[config.mk]
export PLATFORM = sky130hd
export DESIGN_NAME = first_fit_block_allocator
export DESIGN_NICKNAME = d
export VERILOG_FILES = /design/src/design/ffba_pkg.sv /design/src/design/ffba_cell.sv /design/src/design/first_fit_block_allocator.sv
export SDC_FILE = /design/constraint.sdc
export NUM_CORES = 2
export LEC_CHECK = 0
export ABC_AREA = 1
export BUFFER_PORTS_ARGS = -buffer_cell sky130_fd_sc_hd__clkbuf_2
export CAP_MARGIN = 20
export CORE_MARGIN = 3
export CORE_UTILIZATION = 26
export CTS_BUF_LIST = sky130_fd_sc_hd__clkbuf_4 sky130_fd_sc_hd__clkbuf_8 sky130_fd_sc_hd__clkbuf_16
export DETAILED_ROUTE_END_ITERATION = 8
export PLACE_DENSITY = 0.4
export SLEW_MARGIN = 20
export SYNTH_ARGS = -nofsm -noshare
export SYNTH_HDL_FRONTEND = slang
export SYNTH_HIERARCHICAL = 1
export SYNTH_SLANG_ARGS = --single-unit
[constraint.sdc]
create_clock -name clk_i -period 17.15 [get_ports clk_i]
set_input_delay 0.8575 -clock clk_i [delete_from_list [all_inputs] [get_ports clk_i]]
set_output_delay 0.8575 -clock clk_i [all_outputs]
set_load 0.01 [all_outputs]
[src/design/ffba_pkg.sv]
// Shared constants, status codes and cell-chain types of the block allocator.
// Depends on nothing.
`default_nettype none
package ffba_pkg;

  localparam int TableDepth = 16;
  localparam int AddrW      = 16;
  localparam int SizeW      = AddrW + 1;
  localparam int IdxW       = $clog2(TableDepth);
  localparam int CntW       = $clog2(TableDepth + 1);
  localparam int EsizeW     = 16;
  localparam int EcntW      = 15;
  localparam int ProdW      = EsizeW + EcntW;

  localparam logic OpAlloc = 1'b0;
  localparam logic OpFree  = 1'b1;

  localparam logic [2:0] StReused    = 3'd0;
  localparam logic [2:0] StFresh     = 3'd1;
  localparam logic [2:0] StHeapFull  = 3'd2;
  localparam logic [2:0] StTableFull = 3'd3;
  localparam logic [2:0] StNegCount  = 3'd4;
  localparam logic [2:0] StFreed     = 3'd5;
  localparam logic [2:0] StUnknown   = 3'd6;

  typedef struct packed {
    logic             valid;
    logic             op;
    logic             big;
    logic [SizeW-1:0] total;
    logic [AddrW-1:0] addr;
    logic             hit;
    logic [AddrW-1:0] base;
  } scan_tok_t;

  typedef struct packed {
    logic             en;
    logic [IdxW-1:0]  idx;
    logic [AddrW-1:0] base;
    logic [SizeW-1:0] size;
  } cell_wr_t;

endpackage
`default_nettype wire

[src/design/ffba_cell.sv]
// One table entry of the allocator: base, size and in-use bit.
// Takes the scan item from its upper neighbor and hands it on in the following cycle.
// Depends on ffba_pkg.
`default_nettype none
module ffba_cell (
  input  logic                         clk_i,
  input  logic                         rst_ni,
  input  logic [ffba_pkg::IdxW-1:0]    idx_i,
  input  logic [ffba_pkg::CntW-1:0]    count_i,
  input  ffba_pkg::cell_wr_t           wr_i,
  input  ffba_pkg::scan_tok_t          tok_i,
  output ffba_pkg::scan_tok_t          tok_o
);
  import ffba_pkg::*;

  logic [AddrW-1:0] base_q;
  logic [SizeW-1:0] size_q;
  logic             use_q, use_d;
  scan_tok_t        tok_q, tok_d;
  logic             live;

  always_comb begin
    tok_d = tok_i;
    use_d = use_q;
    live  = {1'b0, idx_i} < count_i;
    if (tok_i.valid && live) begin
      if (tok_i.op == OpFree) begin
        if (base_q == tok_i.addr) begin
          use_d     = 1'b0;
          tok_d.hit = 1'b1;
        end
      end else if (!tok_i.hit && !use_q && !tok_i.big && (tok_i.total <= size_q)) begin
        use_d      = 1'b1;
        tok_d.hit  = 1'b1;
        tok_d.base = base_q;
      end
    end
    if (wr_i.en && (wr_i.idx == idx_i)) begin
      use_d = 1'b1;
    end
  end

  always_ff @(posedge clk_i or negedge rst_ni) begin
    if (!rst_ni) begin
      use_q <= 1'b0;
      tok_q <= '0;
    end else begin
      use_q <= use_d;
      tok_q <= tok_d;
    end
  end

  always_ff @(posedge clk_i) begin
    if (wr_i.en && (wr_i.idx == idx_i)) begin
      base_q <= wr_i.base;
      size_q <= wr_i.size;
    end
  end

  assign tok_o = tok_q;

endmodule
`default_nettype wire

[src/design/first_fit_block_allocator.sv]
// First-fit block allocator with a bump pointer over a configurable heap.
// Input channel (in_valid_i/in_ready_o): op_i, element_size_i, element_count_i,
// address_i. Output channel (out_valid_o/out_ready_i): status_o, block_address_o.
// One item at a time. An accepted item first passes the multiplier register,
// then its scan item walks the chain of table cells from the newest
// entry to the oldest, one cell per cycle, along the chain of 16 cells;
// the SFin state then writes the result and appends any fresh block.
// An allocate with a negative count skips the chain.
// A new item is taken in the cycle after the last one's result is loaded.
// The result sits in an output register: the next item is accepted and
// worked while it waits; if the receiver still stalls when that next result
// is ready, the block holds it until the register frees.
// heap_limit is written via cfg_we_i/cfg_wdata_i; the user must write it only while idle (not enforced).
// Reset empties the table, zeroes the bump pointer and sets heap_limit to 65536.
// Depends on ffba_pkg and ffba_cell.
`default_nettype none
module first_fit_block_allocator (
  input  logic                          clk_i,
  input  logic                          rst_ni,
  input  logic                          cfg_we_i,
  input  logic [ffba_pkg::SizeW-1:0]    cfg_wdata_i,
  input  logic                          in_valid_i,
  output logic                          in_ready_o,
  input  logic                          op_i,
  input  logic [ffba_pkg::EsizeW-1:0]   element_size_i,
  input  logic signed [15:0]            element_count_i,
  input  logic [ffba_pkg::AddrW-1:0]    address_i,
  output logic                          out_valid_o,
  input  logic                          out_ready_i,
  output logic [2:0]                    status_o,
  output logic [ffba_pkg::AddrW-1:0]    block_address_o
);
  import ffba_pkg::*;

  localparam logic [1:0] SIdle = 2'd0;
  localparam logic [1:0] SMul  = 2'd1;
  localparam logic [1:0] SScan = 2'd2;
  localparam logic [1:0] SFin  = 2'd3;
  localparam logic [SizeW-1:0] HeapSpan = {1'b1, {AddrW{1'b0}}};

  logic [1:0]        state_q, state_d;
  logic [SizeW-1:0]  heap_limit_q;
  logic [SizeW-1:0]  bump_q;
  logic [CntW-1:0]   count_q;
  logic              op_q, neg_q;
  logic [EsizeW-1:0] esize_q;
  logic [EcntW-1:0]  ecnt_q;
  logic [AddrW-1:0]  addr_q;
  logic [ProdW-1:0]  prod_q;
  logic              first_q;
  logic              hit_q;
  logic [AddrW-1:0]  hbase_q;
  logic              out_valid_q;
  logic [2:0]        status_q;
  logic [AddrW-1:0]  baddr_q;

  scan_tok_t         tok [TableDepth+1];
  cell_wr_t          wr;
  logic [SizeW-1:0]  total;
  logic              big;
  logic [SizeW-1:0]  limit_eff;
  logic [SizeW:0]    sum;
  logic              heap_full;
  logic [2:0]        res_status;
  logic [AddrW-1:0]  res_addr;
  logic              append;
  logic              fin_go;
  logic              in_acc;

  assign in_ready_o = (state_q == SIdle);
  assign in_acc     = in_valid_i && in_ready_o;
  assign total      = prod_q[SizeW-1:0];
  assign big        = |prod_q[ProdW-1:SizeW];
  assign limit_eff  = (heap_limit_q > HeapSpan) ? HeapSpan : heap_limit_q;
  assign sum        = {1'b0, bump_q} + {1'b0, total};
  assign heap_full  = bump_q[AddrW] | big | (sum > {1'b0, limit_eff});
  assign fin_go     = (state_q == SFin) && (!out_valid_q || out_ready_i);

  always_comb begin
    res_status = StUnknown;
    res_addr   = '0;
    append     = 1'b0;
    if (op_q == OpFree) begin
      res_status = hit_q ? StFreed : StUnknown;
    end else if (neg_q) begin
      res_status = StNegCount;
    end else if (hit_q) begin
      res_status = StReused;
      res_addr   = hbase_q;
    end else if (heap_full) begin
      res_status = StHeapFull;
    end else if (count_q == CntW'(TableDepth)) begin
      res_status = StTableFull;
    end else begin
      res_status = StFresh;
      res_addr   = bump_q[AddrW-1:0];
      append     = 1'b1;
    end
  end

  always_comb begin
    wr.en   = fin_go && append;
    wr.idx  = count_q[IdxW-1:0];
    wr.base = bump_q[AddrW-1:0];
    wr.size = total;
  end

  always_comb begin
    tok[TableDepth].valid = (state_q == SScan) && first_q;
    tok[TableDepth].op    = op_q;
    tok[TableDepth].big   = big;
    tok[TableDepth].total = total;
    tok[TableDepth].addr  = addr_q;
    tok[TableDepth].hit   = 1'b0;
    tok[TableDepth].base  = '0;
  end

  for (genvar k = 0; k < TableDepth; k++) begin : g_cell
    ffba_cell u_cell (
      .clk_i   (clk_i),
      .rst_ni  (rst_ni),
      .idx_i   (IdxW'(k)),
      .count_i (count_q),
      .wr_i    (wr),
      .tok_i   (tok[k+1]),
      .tok_o   (tok[k])
    );
  end

  always_comb begin
    state_d = state_q;
    case (state_q)
      SIdle: if (in_acc) state_d = SMul;
      SMul:  state_d = ((op_q == OpAlloc) && neg_q) ? SFin : SScan;
      SScan: if (tok[0].valid) state_d = SFin;
      SFin:  if (fin_go) state_d = SIdle;
      default: state_d = SIdle;
    endcase
  end

  always_ff @(posedge clk_i or negedge rst_ni) begin
    if (!rst_ni) begin
      state_q      <= SIdle;
      heap_limit_q <= HeapSpan;
      bump_q       <= '0;
      count_q      <= '0;
      first_q      <= 1'b0;
      out_valid_q  <= 1'b0;
    end else begin
      state_q <= state_d;
      first_q <= (state_q == SMul);
      if (cfg_we_i) begin
        heap_limit_q <= cfg_wdata_i;
      end
      if (fin_go) begin
        out_valid_q <= 1'b1;
      end else if (out_ready_i) begin
        out_valid_q <= 1'b0;
      end
      if (fin_go && append) begin
        bump_q  <= sum[SizeW-1:0];
        count_q <= count_q + CntW'(1);
      end
    end
  end

  always_ff @(posedge clk_i) begin
    if (in_acc) begin
      op_q    <= op_i;
      neg_q   <= element_count_i[15];
      esize_q <= element_size_i;
      ecnt_q  <= element_count_i[EcntW-1:0];
      addr_q  <= address_i;
    end
    if (state_q == SMul) begin
      prod_q <= ProdW'(esize_q) * ProdW'(ecnt_q);
    end
    if (state_q == SMul) begin
      hit_q <= 1'b0;
    end else if ((state_q == SScan) && tok[0].valid) begin
      hit_q   <= tok[0].hit;
      hbase_q <= tok[0].base;
    end
    if (fin_go) begin
      status_q <= res_status;
      baddr_q  <= res_addr;
    end
  end

  assign out_valid_o     = out_valid_q;
  assign status_o        = status_q;
  assign block_address_o = baddr_q;

endmodule
`default_nettype wire

; Word-level counts from Yosys, hierarchy flattened
; Cells that the tools add are included.
[classes]
magnitude_cmp = 34
div_mod_pow = 0
n_shift = 0
multipliers = 1
eq_ne = 54
mux = 182
n_bitwise = 4
reduce_logical = 189
n_addsub = 2
[op_table]
columns = cell, n
row1 = 17-bit 2-to-1 mux, 33
row2 = 16-bit 2-to-1 mux, 19
row3 = 17-bit <= comparator, 16
row4 = 16-bit equality test, 16
row5 = 1-bit 2-to-1 mux, 120
row6 = 1-bit logical AND, 85
row7 = 3-bit AND reduction, 17
row8 = 1-bit logical NOT, 48
row9 = 3-bit nonzero test, 16
row10 = 3-bit != test (second input constant), 15
row11 = 4-bit by 5-bit less-than comparator with 1-bit output (first input constant), 8
row12 = 2-bit nonzero test, 17
row13 = 4-bit equality test (second input constant), 8
row14 = 16-bit by 15-bit multiplier with 31-bit output, 1
row15 = 3-bit by 5-bit less-than comparator with 1-bit output (first input constant), 4
row16 = 17-bit by 17-bit adder with 18-bit output, 1
row17 = 18-bit by 17-bit > comparator with 1-bit output, 1
row18 = 17-bit > comparator (second input constant), 1
row19 = 4-bit by 3-bit equality test with 1-bit output (second input constant), 4
row20 = 2-bit 2-to-1 mux, 7
row21 = 14-bit OR reduction, 1
row22 = 1-bit by 5-bit less-than comparator with 1-bit output (first input constant), 2
row23 = 2-bit by 5-bit less-than comparator with 1-bit output (first input constant), 2
row24 = 4-bit by 2-bit equality test with 1-bit output (second input constant), 2
row25 = other kinds (17), 22
[word_totals]
inputBits = 71
ram_bits = 0
ff_bits = 1516
out_inout_bits = 21
elab_cells = 638
rom_bits = 0
memories = 0
latchBits = 0

; Longest topological paths before layout
[logic_depth]
ltp_word = 12
ltp_mapped = 31
depth_no_buf = 29

; Cells and area by module
; Netlist, hierarchy kept.
[by_module_without_submodules]
columns = mod, seq_area_each_um2, instances, cells_per_inst, area_per_inst_um2
row1 = ffba_cell, 2342.2, 16, 346, 3624.7
row2 = first_fit_block_allocator, 4550.6, 1, 1740, 15304.7

; Least setup slack after synthesis
; Ideal clock, no wire load.
[synth_path]
kind = register -> register
start = register prod_q[0]
end = register g_cell[0].u_cell.base_q[0] (enable)
required_ns = 16.683
stages_incl_launch_ff = 26
setup_time_ns = 0.467
arrival_ns = 5.882
synth_period_minus_slack_ns = 6.349
n_path_buf = 1
slack_ns = 10.801
path_cell_list = edfxtp_1 -> ha_1 -> fa_1 -> nand3_1 -> nand2_1 -> nand2_1 -> nand2_1 -> o21ai_0 -> o21ai_1 -> a21oi_1 -> xor2_1 -> inv_1 -> ha_1 -> nand2_1 -> nor2_1 -> and2_1 -> nand2_1 -> nand3_1 -> nand2_1 -> nand2_1 -> nand2_1 -> nand3_1 -> nor2_2 -> buf_4 -> nand4_1 -> nor3_1
[synth_lines]
columns = element, line_no
row1 = start: declaration, first_fit_block_allocator.sv:49  ; logic [ProdW-1:0] prod_q;
row2 = start signal: assignment, first_fit_block_allocator.sv:176  ; prod_q <= ProdW'(esize_q) * ProdW'(ecnt_q);
row3 = end signal: assignment, ffba_cell.sv:55  ; base_q <= wr_i.base;
row4 = end: declaration, ffba_cell.sv:16  ; logic [AddrW-1:0] base_q;

; Worst setup path after layout
[layout_path]
start = register ecnt_q[0]
end = register prod_q[28], data pin
[layout_between]
elab_chain_len = 1
[layout_lines]
columns = element, line_no
row1 = start: declaration, first_fit_block_allocator.sv:47  ; logic [EcntW-1:0] ecnt_q;
row2 = start signal: assignment, first_fit_block_allocator.sv:172  ; ecnt_q <= element_count_i[EcntW-1:0];
row3 = 16-bit by 15-bit multiplier with 31-bit output, first_fit_block_allocator.sv:176
; No other way between the ends.
; A chain may end at the register's enable or synchronous reset.

==> results.yml <==
status:
  status: "complete, no violations"
critical_path:
  crit_required_ns: 17.66
  r2r-start: "ecnt_q[0]$_DFFE_PP_"
  end_kind: "flip-flop"
  cp_cell_sequence: "nand2_1, inv_1, fa_1, inv_1, fa_1, inv_1, fa_1, fa_1, fa_1, inv_1, fa_1, inv_1, ha_1, a21oi_1, o21a_1, o21ai_0, nand2_1, nand3_1, a21oi_1, o21bai_1, xor2_1"
  crit_family: "adder cells"
  crit_type: "reg2reg"
  cp-start-kind: "flip-flop"
  cp.arrival_ns: 6.55
  cp_common_cell: "fa_1"
  cp_slowest_cell: "edfxtp_1"
  critPathLaunch: "ecnt_q[0]$_DFFE_PP_"
  crit_buf_inv: 5
  critical_path.max_stage_delay_ns: 0.66
  worstPathMaxFanout: 16
cells_and_area:
  fillCellCount: 28700
  nets: 8325
  fin_util_pct: 30.4
  multiInputGateArea_mm2: 0.0257
  regArea_mm2: 0.0412
  drive_gt1_share_pct: 8.23
  area_growth_pct: 16.3
  design_area_mm2: 0.0842
sta:
  setup_viol: 0
  rsz0062_at_grt: "no"
  hold_viol_final: 0
  drv_slew: 0
  layout_min_cycle_time_ns: 6.04
  fin_crit_sh_pct: 35.2
  finClkSkew_ns: 0.0748
  fmax_mhz: 166
  tns_ns: 0
  max_slew_margin_pct: 34.6
  tightest_slew_ns: 0.982
grt:
  gr-total-overflow: 0
  grt_pass1_wl_mm: 275
  antenna_found_initial: 11
  grt_start_max_net_pins: 173
  grt_pass1_vias: 48200
  grtUsageTotal_pct: 12.2
clock_tree:
  postCtsSetupBuffers: 0
  cts_tree: "built"
  cts_max_path_buffers: 4
  htree_levels: 4
  clk_pin_slew_ns: 0.06
  cts_root_buf: "clkbuf_16"
  holdBufCountCts: 0
  cts_buffers: 184
  cts_sinks: 1516
  cts_resized: 0
  clock_latency_ns: 0.83
detailed_routing:
  drtAntennaViolNets: 0
  wl_met3_mm: 5.23
  routed_via_density: 3.99
  vias: 45800
  met1Wirelength_mm: 76.6
  top_layer_used: "met5"
  firstDrtPassIters: 5
  wirelength_mm: 174
  wl_per_cell_um: 15.2
  drcViolationCount: 0
  wl_met2_mm: 87.3
  drt-initial-drc-count: 2230
placement:
  place_congestion: 0.794
  dpl.hpwl_mm: 131
  placed_area_mm2: 0.0780
  io_buffers: 91
pwr:
  peakVddDrop_mv: 0.324
  power.density_mw_per_mm2: 184
  p_total_uw: 15500
  p_leak_uw: 0.0419
run:
  max_cap_viol_count: 0
die:
  dieWidth_um: 534
  start_util_pct: 26.2
  num_rows: 193
  die_y_um: 534
  core_area_mm2: 0.277
  die-area_mm2: 0.285
  ios: 92
logic_synthesis:
  yosysWarnings: 6
  netlist_area_mm2: 0.0724
  syn_inst: 7241
  synth_area_per_cell_um2: 10.0
min_path:
  hold_class: "in2async"
-- metal layers --
layer / up-vias / track usage, %
met5: - / 0
met4: 14 / 3.85
met3: 283 / 1.85
met2: 515 / 21.9
met1: 21800 / 15.1
li1: 23200 / -
-- path summary, 6_finish.rpt --
kind	end	slack [ns]	cells after the start
max	prod_q[28]$_DFFE_PP_	11.11	21
min	g_cell[2].u_cell/tok_o[34]$_DFF_PN0_	0.06	1
max reg2reg	prod_q[28]$_DFFE_PP_	11.11	21
min reg2reg	g_cell[10].u_cell/tok_o[37]$_DFF_PN0_	0.34	0
max in group asynchronous	g_cell[8].u_cell/tok_o[32]$_DFF_PN0_	13.26	6
min in group clk_i	addr_q[4]$_DFFE_PP_	0.22	1
-- worst register-to-register path, stage by stage (launching register included) --
cell	delay, ns
edfxtp_1	0.66
nand2_1	0.17
inv_1	0.07
fa_1	0.53
inv_1	0.06
fa_1	0.53
inv_1	0.06
fa_1	0.52
fa_1	0.52
fa_1	0.49
inv_1	0.05
fa_1	0.47
inv_1	0.04
ha_1	0.34
a21oi_1	0.26
o21a_1	0.16
o21ai_0	0.14
nand2_1	0.10
nand3_1	0.12
a21oi_1	0.24
o21bai_1	0.10
xor2_1	0.14
-- layout make-up --
cell class	count	share of cell area, %
Inverter	1458	6.50
Antenna cell	2	0.00594
Timing Repair Buffer	169	1.30
Clock inverter	66	0.734
Sequential cell	1516	48.9
Multi-Input combinational cell	4289	30.5
Tap cell	3705	5.50
Clock buffer	269	6.59
-- placed cells by master, fill, tap and decap left out, drive strengths merged, types with 55 or more instances in the layout --
| cell | count |
|---|---|
| fa | 181 |
| nand4 | 91 |
| a21oi | 178 |
| inv | 1465 |
| nor2 | 502 |
| o21ai | 94 |
| nor3 | 55 |
| buf | 79 |
| dfrtp | 871 |
| nand3 | 347 |
| nand2 | 2075 |
| edfxtp | 643 |
| clkbuf | 359 |
| conb | 130 |
| ha | 455 |
-- power by group --
part	leakage, µW	internal (µW)	switching [µW]	total (µW)
sequential	0.0167	4650	350	5000
clock	0.00310	2380	1520	3900
combinational	0.0221	2420	4190	6610
total	0.0419	9450	6060	15500
-- sequential cells by signal (all words and copies together), names as in the netlist --
register,count
g_cell.u_cell/use_q,16
g_cell.u_cell/tok_o,813
prod_q,31
op_q,1
hit_q,1
g_cell.u_cell/size_q,272
first_q,1
bump_q,17
count_q,5
addr_q,16
hbase_q,16
g_cell.u_cell/base_q,256
state_q,2
ecnt_q,15
out_valid_o,1
neg_q,1
heap_limit_q,17
block_address_o,16
esize_q,16
status_o,3
-- stage by stage --
stage / hold WS, ns / setup WS (ns) / instances
finish: 0.0613 / 11.11 / 11500
global route: 0.110 / 10.70 / 11500
floorplan: 0.354 / 10.80 / 7369
CTS: 0.0723 / 11.06 / 11500
detailed placement: 0.364 / 11.06 / 11100
global placement: 0.366 / 10.85 / 11100
Power figures use the tool's default switching activity.
